File: src/hdl/frred_pkg.sv
package frred_pkg;

  parameter int unsigned DATA_WIDTH = 32;
  localparam int unsigned CNT_W = $clog2(DATA_WIDTH + 1);

  typedef logic [DATA_WIDTH-1:0] data_t;
  typedef logic [DATA_WIDTH-2:0] mag_t;

  // request to the shared divider
  typedef struct packed {
    logic  start;
    data_t dividend;
    data_t divisor;
  } div_req_t;

  // response from the shared divider
  typedef struct packed {
    logic  done;
    data_t quot;
    data_t rem;
  } div_rsp_t;

endpackage

File: src/hdl/fraction_reducer_core.sv
// sequence: setup, then one divider run per euclid remainder step (none for a zero
//   denominator, one for equal magnitudes, up to ~1.44 * DATA_WIDTH), then the two divisions
//   by the gcd; a zero numerator finishes straight from setup
// throughput: one transaction at a time, set by the single shared bit-serial divider that runs
//   every euclid step and both final divisions by the gcd
// reset: rst_ni low clears the sequencer, the divider and the result strobe; the receiver cannot
//   stall, each result shows on done_o for exactly one cycle
module fraction_reducer_core
  import frred_pkg::*;
(
  input  logic                         clk_i,
  input  logic                         rst_ni,
  input  logic                         start,
  output logic                         busy,
  input  logic signed [DATA_WIDTH-1:0] num_in_i,
  input  logic signed [DATA_WIDTH-1:0] den_in_i,
  output logic                         done_o,
  output logic signed [DATA_WIDTH-1:0] num_out_o,
  output logic        [DATA_WIDTH-2:0] den_out_o
);

  typedef enum logic [2:0] {
    S_IDLE,
    S_SETUP,
    S_EUC_GO,
    S_EUC_WAIT,
    S_NUM_GO,
    S_NUM_WAIT,
    S_DEN_GO,
    S_DEN_WAIT
  } state_e;

  state_e   state_q;
  data_t    up_q;      // numerator magnitude
  data_t    dn_q;      // denominator magnitude
  logic     neg_q;     // sign of the fraction
  data_t    a_q;       // euclid pair, a_q ends as the gcd
  data_t    b_q;
  data_t    qn_q;      // reduced numerator magnitude
  logic     done_q;
  data_t    num_out_q;
  mag_t     den_out_q;

  div_req_t div_req;
  div_rsp_t div_rsp;

  // input magnitudes, the most negative value maps to 2^(DATA_WIDTH-1)
  data_t num_mag;
  data_t den_mag;
  assign num_mag = num_in_i[DATA_WIDTH-1] ? (~$unsigned(num_in_i) + data_t'(1))
                                          : $unsigned(num_in_i);
  assign den_mag = den_in_i[DATA_WIDTH-1] ? (~$unsigned(den_in_i) + data_t'(1))
                                          : $unsigned(den_in_i);

  // larger and smaller magnitude seed the euclid loop
  logic  up_ge_dn;
  data_t seed_hi;
  data_t seed_lo;
  assign up_ge_dn = (up_q >= dn_q);
  assign seed_hi  = up_ge_dn ? up_q : dn_q;
  assign seed_lo  = up_ge_dn ? dn_q : up_q;

  // saturate a reduced magnitude into DATA_WIDTH-1 bits
  function automatic mag_t sat_mag(data_t v);
    mag_t r;
    r = v[DATA_WIDTH-1] ? '1 : v[DATA_WIDTH-2:0];
    return r;
  endfunction

  mag_t  num_sat;
  data_t num_ext;
  assign num_sat = sat_mag(qn_q);
  assign num_ext = {1'b0, num_sat};

  // shared divider: euclid remainder, then up / gcd, then down / gcd
  always_comb begin
    div_req.start    = 1'b0;
    div_req.dividend = a_q;
    div_req.divisor  = b_q;
    case (state_q)
      S_EUC_GO: begin
        div_req.start = 1'b1;
      end
      S_NUM_GO: begin
        div_req.start    = 1'b1;
        div_req.dividend = up_q;
        div_req.divisor  = a_q;
      end
      S_DEN_GO: begin
        div_req.start    = 1'b1;
        div_req.dividend = dn_q;
        div_req.divisor  = a_q;
      end
      default: begin
        div_req.start = 1'b0;
      end
    endcase
  end

  frred_div u_div (
    .clk_i  (clk_i),
    .rst_ni (rst_ni),
    .req_i  (div_req),
    .rsp_o  (div_rsp)
  );

  always_ff @(posedge clk_i or negedge rst_ni) begin
    if (!rst_ni) begin
      state_q   <= S_IDLE;
      up_q      <= '0;
      dn_q      <= '0;
      neg_q     <= 1'b0;
      a_q       <= '0;
      b_q       <= '0;
      qn_q      <= '0;
      done_q    <= 1'b0;
      num_out_q <= '0;
      den_out_q <= '0;
    end else begin
      done_q <= 1'b0;
      case (state_q)
        S_IDLE: begin
          if (start) begin
            up_q    <= num_mag;
            dn_q    <= den_mag;
            neg_q   <= num_in_i[DATA_WIDTH-1] ^ den_in_i[DATA_WIDTH-1];
            state_q <= S_SETUP;
          end
        end
        S_SETUP: begin
          if (up_q == '0) begin
            // zero numerator always reduces to 0/1
            num_out_q <= '0;
            den_out_q <= mag_t'(1);
            done_q    <= 1'b1;
            state_q   <= S_IDLE;
          end else begin
            a_q <= seed_hi;
            b_q <= seed_lo;
            // zero denominator: the gcd is the numerator itself
            state_q <= (seed_lo == '0) ? S_NUM_GO : S_EUC_GO;
          end
        end
        S_EUC_GO: begin
          state_q <= S_EUC_WAIT;
        end
        S_EUC_WAIT: begin
          if (div_rsp.done) begin
            a_q     <= b_q;
            b_q     <= div_rsp.rem;
            state_q <= (div_rsp.rem == '0) ? S_NUM_GO : S_EUC_GO;
          end
        end
        S_NUM_GO: begin
          state_q <= S_NUM_WAIT;
        end
        S_NUM_WAIT: begin
          if (div_rsp.done) begin
            qn_q    <= div_rsp.quot;
            state_q <= S_DEN_GO;
          end
        end
        S_DEN_GO: begin
          state_q <= S_DEN_WAIT;
        end
        S_DEN_WAIT: begin
          if (div_rsp.done) begin
            // sign goes on the numerator, denominator stays non-negative
            num_out_q <= neg_q ? (~num_ext + data_t'(1)) : num_ext;
            den_out_q <= sat_mag(div_rsp.quot);
            done_q    <= 1'b1;
            state_q   <= S_IDLE;
          end
        end
        default: begin
          state_q <= S_IDLE;
        end
      endcase
    end
  end

  assign busy      = (state_q != S_IDLE);
  assign done_o    = done_q;
  assign num_out_o = $signed(num_out_q);
  assign den_out_o = den_out_q;

  // a result strobe only follows work in progress
  a_done_after_busy: assert property (@(posedge clk_i) disable iff (!rst_ni)
    done_o |-> $past(busy))
    else $error("result without a transaction in progress");

  // a result is one cycle wide
  a_done_single: assert property (@(posedge clk_i) disable iff (!rst_ni)
    done_o |=> !done_o)
    else $error("result strobe longer than one cycle");

  // zero numerator always comes with a unit denominator
  a_zero_over_one: assert property (@(posedge clk_i) disable iff (!rst_ni)
    (done_o && num_out_o == '0) |-> (den_out_o == mag_t'(1)))
    else $error("zero numerator without unit denominator");

  // the divider only answers while the sequencer waits for it
  a_div_done_waited: assert property (@(posedge clk_i) disable iff (!rst_ni)
    div_rsp.done |-> (state_q == S_EUC_WAIT || state_q == S_NUM_WAIT ||
                      state_q == S_DEN_WAIT))
    else $error("divider answer while not waiting");

endmodule

File: src/hdl/frred_div.sv
module frred_div
  import frred_pkg::*;
(
  input  logic     clk_i,
  input  logic     rst_ni,
  input  div_req_t req_i,
  output div_rsp_t rsp_o
);

  typedef enum logic {
    DIV_IDLE,
    DIV_RUN
  } div_state_e;

  div_state_e       state_q;
  logic [CNT_W-1:0] cnt_q;
  data_t            quo_q;
  data_t            rem_q;
  data_t            dvs_q;
  logic             done_q;

  // one restoring step: shift in next dividend bit, try subtract
  logic [DATA_WIDTH:0] trial;
  logic [DATA_WIDTH:0] diff;

  assign trial = {rem_q, quo_q[DATA_WIDTH-1]};
  assign diff  = trial - {1'b0, dvs_q};

  always_ff @(posedge clk_i or negedge rst_ni) begin
    if (!rst_ni) begin
      state_q <= DIV_IDLE;
      cnt_q   <= '0;
      quo_q   <= '0;
      rem_q   <= '0;
      dvs_q   <= '0;
      done_q  <= 1'b0;
    end else begin
      done_q <= 1'b0;
      case (state_q)
        DIV_IDLE: begin
          if (req_i.start) begin
            quo_q   <= req_i.dividend;
            dvs_q   <= req_i.divisor;
            rem_q   <= '0;
            cnt_q   <= CNT_W'(DATA_WIDTH);
            state_q <= DIV_RUN;
          end
        end
        DIV_RUN: begin
          if (diff[DATA_WIDTH]) begin
            rem_q <= trial[DATA_WIDTH-1:0];
          end else begin
            rem_q <= diff[DATA_WIDTH-1:0];
          end
          quo_q <= {quo_q[DATA_WIDTH-2:0], ~diff[DATA_WIDTH]};
          cnt_q <= cnt_q - CNT_W'(1);
          if (cnt_q == CNT_W'(1)) begin
            done_q  <= 1'b1;
            state_q <= DIV_IDLE;
          end
        end
        default: begin
          state_q <= DIV_IDLE;
        end
      endcase
    end
  end

  assign rsp_o.done = done_q;
  assign rsp_o.quot = quo_q;
  assign rsp_o.rem  = rem_q;

  // remainder is always reduced below a nonzero divisor
  a_rem_below_divisor: assert property (@(posedge clk_i) disable iff (!rst_ni)
    (done_q && dvs_q != '0) |-> (rem_q < dvs_q))
    else $error("divider remainder not below divisor");

  // done comes only at the end of a run
  a_done_after_run: assert property (@(posedge clk_i) disable iff (!rst_ni)
    done_q |-> $past(state_q) == DIV_RUN)
    else $error("divider done without a run");

endmodule

File: config.mk
export PLATFORM = sky130hd
export DESIGN_NAME = fraction_reducer_core
export DESIGN_NICKNAME = d
export VERILOG_FILES = /design/src/hdl/frred_pkg.sv /design/src/hdl/fraction_reducer_core.sv /design/src/hdl/frred_div.sv
export SDC_FILE = /design/constraint.sdc
export NUM_CORES = 1
export LEC_CHECK = 0
export ABC_AREA = 0
export BUFFER_PORTS_ARGS = -buffer_cell sky130_fd_sc_hd__buf_2
export CELL_PAD_IN_SITES_DETAIL_PLACEMENT = 0
export CELL_PAD_IN_SITES_GLOBAL_PLACEMENT = 1
export CORE_ASPECT_RATIO = 0.5
export CORE_MARGIN = 2
export CORE_UTILIZATION = 47
export DETAILED_ROUTE_END_ITERATION = 7
export HOLD_SLACK_MARGIN = 0.1
export PLACE_DENSITY_LB_ADDON = 0.1
export SLEW_MARGIN = 25
export SYNTH_ARGS = -nofsm -noshare
export SYNTH_HDL_FRONTEND = slang
export SYNTH_HIERARCHICAL = 1
export SYNTH_SLANG_ARGS = --single-unit
File: constraint.sdc
create_clock -name clk_i -period 3.87 [get_ports clk_i]
set_input_delay 0.387 -clock clk_i [delete_from_list [all_inputs] [get_ports clk_i]]
set_output_delay 0.387 -clock clk_i [all_outputs]
set_load 0.02 [all_outputs]
After elaboration in Yosys (flattened, before gate mapping)
Cells that the tools add are included.
{ "classes": {"n_addsub": 5, "multipliers": 0, "div": 0, "magnitude_cmp": 1, "n_eq_ne": 15, "shift": 0, "muxes": 44, "bitwise": 6, "n_reduce_logical": 14} }
{ "ops": {"columns": ["cell", "count"], "rows": [
  ["32-bit 2-to-1 mux", 14],
  ["32-bit case mux with 2 select lines", 5],
  ["64-bit case mux with 2 select lines", 1],
  ["31-bit 2-to-1 mux", 4],
  ["32-bit by 1-bit adder with 32-bit output (second input constant)", 3],
  ["32-bit logical NOT", 3],
  ["32-bit NOT", 2],
  ["31-bit case mux with 2 select lines", 1],
  ["33-bit by 32-bit subtractor with 33-bit output", 1],
  ["32-bit >= comparator", 1],
  ["31-bit NOT with 32-bit output", 1],
  ["3-bit case mux with 8 select lines", 1],
  ["3-bit 2-to-1 mux", 7],
  ["3-bit equality test (second input constant)", 4],
  ["6-bit case mux with 2 select lines", 1],
  ["2-bit != test (second input constant)", 4],
  ["1-bit 2-to-1 mux", 7],
  ["3-bit by 2-bit equality test with 1-bit output (second input constant)", 2],
  ["6-bit by 1-bit equality test with 1-bit output (second input constant)", 1],
  ["6-bit 2-to-1 mux", 1],
  ["2-bit by 1-bit != test with 1-bit output (second input constant)", 3],
  ["2-bit AND reduction", 3],
  ["3-bit AND reduction", 2],
  ["6-bit by 1-bit subtractor with 6-bit output (second input constant)", 1],
  ["other kinds (9)", 12]
]} }
{ "word_totals": {"ff_bits": 332, "latchBits": 0, "ram_bits": 0, "rom_bits": 0, "in_bits": 67, "output_inout_bits": 65, "elab_cells": 101, "mem_count": 0} }

Logic depth before layout (Yosys ltp)
Gate-level depths: netlist (run 1).
{ "logic_depth": {"word_depth": 6, "depth_mapped": 14, "ltp_nobuf": 12} }

By module
The synthesis (run 1) kept the hierarchy.
{ "by_module_without_submodules": {"columns": ["module", "instances", "cells_per_inst", "area_each_um2", "seq_area_each_um2"], "rows": [
  ["fraction_reducer_core", 1, 1675, 13945.9, 5705.5],
  ["frred_div", 1, 757, 6769.0, 2602.5]
]} }

Worst setup path after synthesis (run 1)
Ideal clock, no wire load.
{ "synth_path": {"path_kind": "register -> register", "startpoint": "register qn_q[31]", "endpoint": "register num_out_q[24], in the netlist num_out_o[24]", "setup_ns": 0.130, "arrival_ns": 3.128, "required_time_ns": 3.740, "setup_slack_ns": 0.613, "stages_incl_launch_ff": 13, "n_path_buf": 4, "synth_period_minus_slack_ns": 3.257, "cell_sequence": "dfrtp_1 -> clkbuf_1 -> clkbuf_1 -> buf_1 -> nor2_1 -> ha_1 -> or3b_1 -> or4_1 -> clkbuf_1 -> or3_4 -> o41ai_2 -> xnor2_1 -> o21ai_1"} }
{ "synth_between": {"elab_chain_len": 6} }
{ "synth_rtl": {"columns": ["element", "line_no", "text"], "rows": [
  ["start, declared", "fraction_reducer_core.sv:39", "data_t qn_q;"],
  ["start signal, assigned", "fraction_reducer_core.sv:159", "qn_q <= div_rsp.quot;"],
  ["31-bit 2-to-1 mux (*)", "fraction_reducer_core.sv:66", "r = v[DATA_WIDTH-1] ? '1 : v[DATA_WIDTH-2:0];"],
  ["31-bit NOT with 32-bit output", "fraction_reducer_core.sv:169", "num_out_q <= neg_q ? (~num_ext + data_t'(1)) : num_ext;"],
  ["32-bit by 1-bit adder with 32-bit output", "fraction_reducer_core.sv:169", null],
  ["32-bit 2-to-1 mux (*)", "fraction_reducer_core.sv:169", null],
  ["32-bit 2-to-1 mux (*)", "fraction_reducer_core.sv:167", "if (div_rsp.done) begin"],
  ["32-bit case mux with 2 select lines (*)", "fraction_reducer_core.sv:121", "case (state_q)"],
  ["end signal, assigned", "fraction_reducer_core.sv:169", null],
  ["end, declared", "fraction_reducer_core.sv:41", "data_t num_out_q;"]
]} }
Every way passes the cells marked *; elsewhere a longest branch is shown, timed or not. The select of a mux whose other input is x is not followed.
A chain may end at the register's enable or synchronous reset.

Final worst setup path (run 1)
{ "layout_path": {"startpoint": "register u_div.quo_q[31]", "endpoint": "register u_div.rem_q[6]"} }
{ "layout_between": {"elab_chain_len": 3} }
{ "layout_rtl": {"columns": ["element", "line_no", "text"], "rows": [
  ["start, declared", "frred_div.sv:17", "data_t quo_q;"],
  ["start signal, assigned", "frred_div.sv:42", "quo_q <= req_i.dividend;"],
  ["start signal, assigned", "frred_div.sv:55", "quo_q <= {quo_q[DATA_WIDTH-2:0], ~diff[DATA_WIDTH]};"],
  ["33-bit by 32-bit subtractor with 33-bit output", "frred_div.sv:27", "assign diff = trial - {1'b0, dvs_q};"],
  ["32-bit 2-to-1 mux", "frred_div.sv:50", "if (diff[DATA_WIDTH]) begin"],
  ["32-bit case mux with 2 select lines", "frred_div.sv:39", "case (state_q)"],
  ["end signal, assigned", "frred_div.sv:51", "rem_q <= trial[DATA_WIDTH-1:0];"],
  ["end signal, assigned", "frred_div.sv:53", "rem_q <= diff[DATA_WIDTH-1:0];"],
  ["end, declared", "frred_div.sv:18", "data_t rem_q;"]
]} }
Every way passes these cells.

==> results of run 1 <==
final timing paths:
path                              endpoint  slack [ns]  cells past startpoint
setup / recovery            u_div/rem_q[6]        0.33                     13
hold / removal                     up_q[0]        0.15                      3
setup reg to reg            u_div/rem_q[6]        0.33                     13
hold reg to reg              num_out_o[21]        0.47                      2
max in group asynchronous  u_div/dvs_q[21]        2.44                      3
min in group asynchronous           done_o        0.44                      2
cells by family after synthesis:
family | Yosys count | share of synthesized area
multiplexers | 110 | 0.0552
XOR/XNOR | 88 | 0.0372
flip-flops | 332 | 0.401
AND/OR/NAND/NOR | 784 | 0.183
AO/OA/AOI/OAI | 776 | 0.228
adder cells (fa/ha/maj) | 70 | 0.0426
buffers and inverters | 272 | 0.0531
layout make-up:
| cell class | instances | area [µm²] |
|---|---|---|
| well taps | 588 | 736 |
| repair buffers | 228 | 1470 |
| flip-flops and latches | 332 | 8310 |
| inverters | 89 | 334 |
| fillers | 4165 | 20200 |
| multi-input cells | 1828 | 11400 |
| clock buffers | 52 | 1060 |
| clock inverters | 7 | 60.1 |
power by group:
part	internal (W)	switching [W]	leakage [nW]
clock network	0.00196	0.00146	0.559
registers	0.00443	0.000898	4.22
logic	0.00325	0.00482	6.04
total	0.00964	0.00718	10.8
worst min-delay path: cells and delay by family:
family / cells / cell delay, ns
AO/OA/AOI/OAI: 1 / 0.06
AND/OR/NAND/NOR: 1 / 0.06
buffers and inverters: 1 / 0.14
Yosys cell counts, types with 18 or more instances:
master,count
nand2_1,262
nor2_1,168
xnor2_1,18
and3_1,27
ha_1,69
o31ai_1,26
nor3_1,67
o21ai_0,289
nand4_1,21
nor4_1,52
mux2_2,34
o211ai_1,18
a31oi_1,75
dfrtp_1,332
or3_1,75
a21o_1,24
nand3_1,43
a21oi_1,204
inv_1,88
mux2i_1,76
buf_1,19
clkbuf_1,142
xor2_1,70
per-stage QoR:
step / hold WS [ns] / util / cells / instance area [µm²]
2_1_floorplan: 0.0914 / - / 2432 / 20700
3_3_place_gp: 0.455 / 0.511 / 3064 / 22200
3_5_place_dp: 0.464 / 0.511 / 3064 / 22200
4_1_cts: 0.133 / 0.537 / 3124 / 23300
5_1_grt: 0.149 / 0.537 / 3124 / 23300
6_report: 0.150 / 0.537 / 3124 / 23300
sequential cells by signal, summed over array words and instances, names as in the netlist:
name	flops
u_div/dvs_q	32
qn_q	32
dn_q	32
b_q	32
den_out_o	31
up_q	32
neg_q	1
done_o	1
state_q	3
u_div/cnt_q	6
u_div/done_q	1
a_q	32
u_div/rem_q	32
num_out_o	32
u_div/quo_q	32
u_div/state_q	1
layer usage:
metal,vias up,part of all wire,global-route usage
met1,9293,0.48,0.471
met2,773,0.42,0.427
li1,8999,-,-
met4,0,0.016,0.0540
met3,74,0.091,0.0560
met5,-,0,0
what timing repair did:
item	in CTS	in global routing
setup endpoints to repair	0	6
hold buffers	1	0
endpoints found under the hold margin	91	0
gates resized for setup	0	1
setup buffers	0	0
==> flow_metrics.py, run 1 <==
metrics = {
    "outcome": {
        "status": "finished clean",
    },
    "die": {
        "io_pins": 132,
        "die_y_um": 152,
        "rows": 54,
        "start_util": 0.476,
        "die_w_um": 301,
        "dieArea_um2": 45900,
        "core_area_um2": 43500,
    },
    "critical_path": {
        "critical_path.most_common_cell": "inv_1",
        "crit_path_max_fanout": 22,
        "worstPathCellList": "inv_1, ha_1, inv_1, fa_1, a211o_1, a211oi_2, o2111ai_2, nand4_2, a21oi_4, o21a_2, buf_4, nor4_1, a311o_1",
        "critical_path.top_delay_family": "compound AO/OA/AOI/OAI gates",
        "critical_path.slowest_cell": "fa_1",
        "cp_slowest_stage_delay_ns": 0.48,
        "arrival_ns": 4.01,
        "r2r-start": "u_div/quo_q[31]",
        "endpoint_kind": "flop",
        "worstPathRequired_ns": 4.34,
        "crit_type": "reg2reg",
        "critPathBufInv": 3,
        "crit_path_start_kind": "flop",
        "crit_start": "u_div/quo_q[31]",
    },
    "final_layout": {
        "drive_gt1_frac": 0.139,
        "layout_common_cells": "330 x dfrtp_1, 289 x o21ai_0, 262 x nand2_1, 204 x a21oi_1, 165 x nor2_1",
        "mostFrequentLayoutCell": "dfrtp_1",
        "antenna_cells": 0,
        "area_delta_synth_final_pct": 12.7,
        "nets": 2651,
    },
    "clock_tree": {
        "clkTransAtPathRegs_ns": 0.06,
        "cts_sinks": 332,
        "numCtsBuffers": 35,
        "clock_tree.root_cell": "clkbuf_16",
        "cts_buffer_depth": 3,
        "cts_max_level": 2,
        "insertion_delay_ns": 0.54,
        "cts_tree": "built",
    },
    "global_route": {
        "grt.overflow.total": 0,
        "antenna_found_initial": 0,
        "first_global_vias": 18000,
        "grt_max_degree": 100,
        "grt_pass1_wl_um": 108000,
        "grt_util_all_layers": 0.300,
    },
    "timing": {
        "finClkSkew_ns": 0.0199,
        "period_minus_slack_ns": 3.54,
        "relSlewSlack": 0.318,
        "slew_violations": 0,
        "setup_tns_ns": 0,
        "fin_crit_sh": 0.914,
        "worst_slack_ns": 0.332,
        "worstMarginPinSlew_ns": 1.02,
        "fmax_ghz": 0.283,
        "final-hold-violation-count": 0,
        "setup_viol": 0,
        "rsz0062_at_grt": "no",
    },
    "synth": {
        "syn-mean-instance-area_um2": 8.52,
        "ys_seq_elements": 332,
        "async_flop_share": 1.00,
        "ys_warn_count": 6,
        "ys_seq_area_frac": 0.401,
        "ys_types": 86,
        "synth_top_area_share": 0.401,
        "synth_edf_count": 0,
        "synth_top_cell_by_area": "dfrtp_1",
        "syn_nets": 2569,
        "synth_area_leaders": "dfrtp_1 40%, o21ai_0 7.0%, a21oi_1 4.9%",
        "synth_ff_type": "dfrtp_1",
        "synthCells": 2432,
        "synth_area_um2": 20700,
    },
    "power": {
        "max-vdd-ir-drop_mv": 0.310,
        "finalPower_w": 0.0168,
        "leakagePower_nw": 10.8,
        "powerDensity_nw_per_um2": 720,
    },
    "route": {
        "drtPass1Iterations": 5,
        "drt_wl_total_um": 69200,
        "routed-via-count": 19100,
        "ant_nets": 0,
        "post_drt_wl_per_cell_um": 22.2,
        "drt-initial-drc-count": 1992,
        "vias_per_cell": 6.13,
        "drc": 0,
    },
    "min_path": {
        "hp-start": "num_in_i[0]",
        "hp-class": "in2reg",
    },
    "placed_design": {
        "place.gp.congestion": 0.940,
        "place.port_buffers": 131,
        "place_ws_ns": 0.217,
        "dp_hpwl_um": 48500,
    },
    "flow_run": {
        "maxCapViolCount": 0,
    },
}
Power figures use the tool's default switching activity.
==> run 2, diff against run 1 <==
--- a/config.mk
+++ b/config.mk
@@ -14,7 +14,7 @@
 export CORE_UTILIZATION = 47
 export DETAILED_ROUTE_END_ITERATION = 7
 export HOLD_SLACK_MARGIN = 0.1
-export PLACE_DENSITY_LB_ADDON = 0.1
+export PLACE_DENSITY = 0.89
 export SLEW_MARGIN = 25
 export SYNTH_ARGS = -nofsm -noshare
 export SYNTH_HDL_FRONTEND = slang
==> constraint.sdc (replaced) <==
create_clock -name clk_i -period 3.87 [get_ports clk_i]
set_input_delay 0.1935 -clock clk_i [delete_from_list [all_inputs] [get_ports clk_i]]
set_output_delay 0.1935 -clock clk_i [all_outputs]
set_load 0.02 [all_outputs]
==> flow_metrics.py, run 2 (synthesis results as in run 1) <==
metrics = {
    "die": {
        "die_w_um": 301,
        "io_pins": 132,
        "rows": 54,
        "core_area_um2": 43500,
        "start_util": 0.476,
        "dieArea_um2": 45900,
        "die_y_um": 152,
    },
    "timing": {
        "setup_tns_ns": 0,
        "setup_viol": 0,
        "final-hold-violation-count": 0,
        "fin_crit_sh": 0.938,
        "whs_ns": 0.119,
        "rsz0062_at_grt": "no",
        "finClkSkew_ns": 0.0218,
        "fmax_ghz": 0.276,
        "slew_violations": 0,
        "worst_slack_ns": 0.241,
        "period_minus_slack_ns": 3.63,
        "worstMarginPinSlew_ns": 0.964,
        "relSlewSlack": 0.357,
    },
    "critical_path": {
        "endpoint_kind": "flop",
        "r2r_end": "u_div/rem_q[13]",
        "regToRegSetupSlack_ns": 0.24,
        "crit_path_max_fanout": 15,
        "r2r-start": "u_div/quo_q[31]",
        "ff2ff_path_depth": 13,
        "worstPathRequired_ns": 4.33,
        "crit_path_start_kind": "flop",
        "arrival_ns": 4.09,
        "crit_type": "reg2reg",
    },
    "route": {
        "drt-initial-drc-count": 2473,
        "drtPass1Iterations": 8,
        "ant_nets": 0,
        "post_drt_wl_per_cell_um": 21.2,
        "routed-via-count": 19700,
        "drt_wl_total_um": 67000,
        "vias_per_cell": 6.25,
        "drc": 0,
    },
    "min_path": {
        "hold_depth": 3,
        "hp-class": "in2reg",
        "min_delay_worst_endpoint": "up_q[5]",
        "hp-start": "num_in_i[5]",
    },
    "placed_design": {
        "dp_hpwl_um": 45900,
        "dpl_cell_area_um2": 21900,
        "place.port_buffers": 131,
        "place_ws_ns": 0.213,
        "place.gp.congestion": 0.942,
    },
    "global_route": {
        "grt.overflow.total": 0,
        "grt_pass1_wl_um": 106000,
        "antenna_found_initial": 0,
        "first_global_vias": 18200,
        "grt_max_degree": 130,
        "grt_util_all_layers": 0.287,
    },
    "clock_tree": {
        "cts_max_level": 2,
        "numCtsBuffers": 36,
        "cts_buffer_depth": 3,
        "cts_tree": "built",
        "cts_sinks": 332,
        "insertion_delay_ns": 0.53,
        "clock_tree.root_cell": "clkbuf_16",
        "clkTransAtPathRegs_ns": 0.06,
    },
    "power": {
        "powerDensity_nw_per_um2": 697,
        "max-vdd-ir-drop_mv": 0.322,
        "leakagePower_nw": 10.9,
    },
    "final_layout": {
        "mostFrequentLayoutCell": "dfrtp_1",
        "layout_common_cells": "330 x dfrtp_1, 289 x o21ai_0, 262 x nand2_1, 204 x a21oi_1, 165 x nor2_1",
        "area_delta_synth_final_pct": 14.5,
        "drive_gt1_frac": 0.125,
        "utilization": 0.545,
        "stdcell_area_um2": 23700,
        "antenna_cells": 0,
        "nets": 2681,
    },
    "flow_run": {
        "maxCapViolCount": 0,
    },
    "outcome": {
        "status": "finished clean",
    },
}
## run 2: routing by layer
layer  GRT usage  share of wire  vias up
li1            -              -     9078
met4      0.0711          0.023        0
met5           0              0        -
met2       0.416           0.43     1001
met3      0.0556           0.10      116
met1       0.438           0.44     9537
## run 2: cell type report
type,count,area (µm²)
fillers,3874,19800
multi-input cells,1828,11400
flip-flops and latches,332,8310
repair buffers,257,1840
clock buffers,53,1090
well taps,588,736
inverters,89,334
clock inverters,8,46.3
## run 2: worst max path at each step
| stage | startpoint | to | slack, ns | depth (start not counted) |
|---|---|---|---|---|
| 2_1_floorplan | qn_q[31] | num_out_o[24] | 0.61 | 12 |
| 3_3_place_gp | u_div/quo_q[31] | u_div/rem_q[13] | 0.31 | 13 |
| 3_5_place_dp | u_div/quo_q[31] | u_div/rem_q[13] | 0.21 | 13 |
| 4_1_cts | u_div/quo_q[31] | u_div/rem_q[13] | 0.18 | 13 |
| 5_1_grt | u_div/quo_q[31] | u_div/rem_q[13] | 0.06 | 13 |
| 6_report | u_div/quo_q[31] | u_div/rem_q[13] | 0.24 | 13 |
## run 2: what timing repair did
| action | 4_1_cts | 5_1_grt |
|---|---|---|
| buffers inserted | 0 | 0 |
| hold buffers | 66 | 0 |
| endpoints found under the setup margin | 0 | 1 |
| gates resized for setup | 0 | 1 |
| endpoints found under the hold margin | 153 | 0 |
## run 2: per-stage QoR
step                instances  power (W)
floorplan                2432     0.0107
global placement         3028     0.0128
global route             3155     0.0176
CTS                      3155     0.0164
finish                   3155     0.0165
detailed placement       3028     0.0129
## run 2: report_power, final
group / switching (W) / internal (W) / total, W
registers: 0.000995 / 0.00443 / 0.00542
clock network: 0.00144 / 0.00194 / 0.00338
logic: 0.00460 / 0.00312 / 0.00773
## run 2: critical path, cell delays in order, from the launching register on
cell,delay [ns]
dfrtp_1,0.37
inv_1,0.06
ha_1,0.17
inv_1,0.07
fa_1,0.48
a211o_1,0.34
a211oi_2,0.37
o2111ai_2,0.27
nand4_2,0.20
a21oi_4,0.10
o21a_2,0.32
buf_4,0.24
a2111oi_0,0.41
a311o_1,0.17
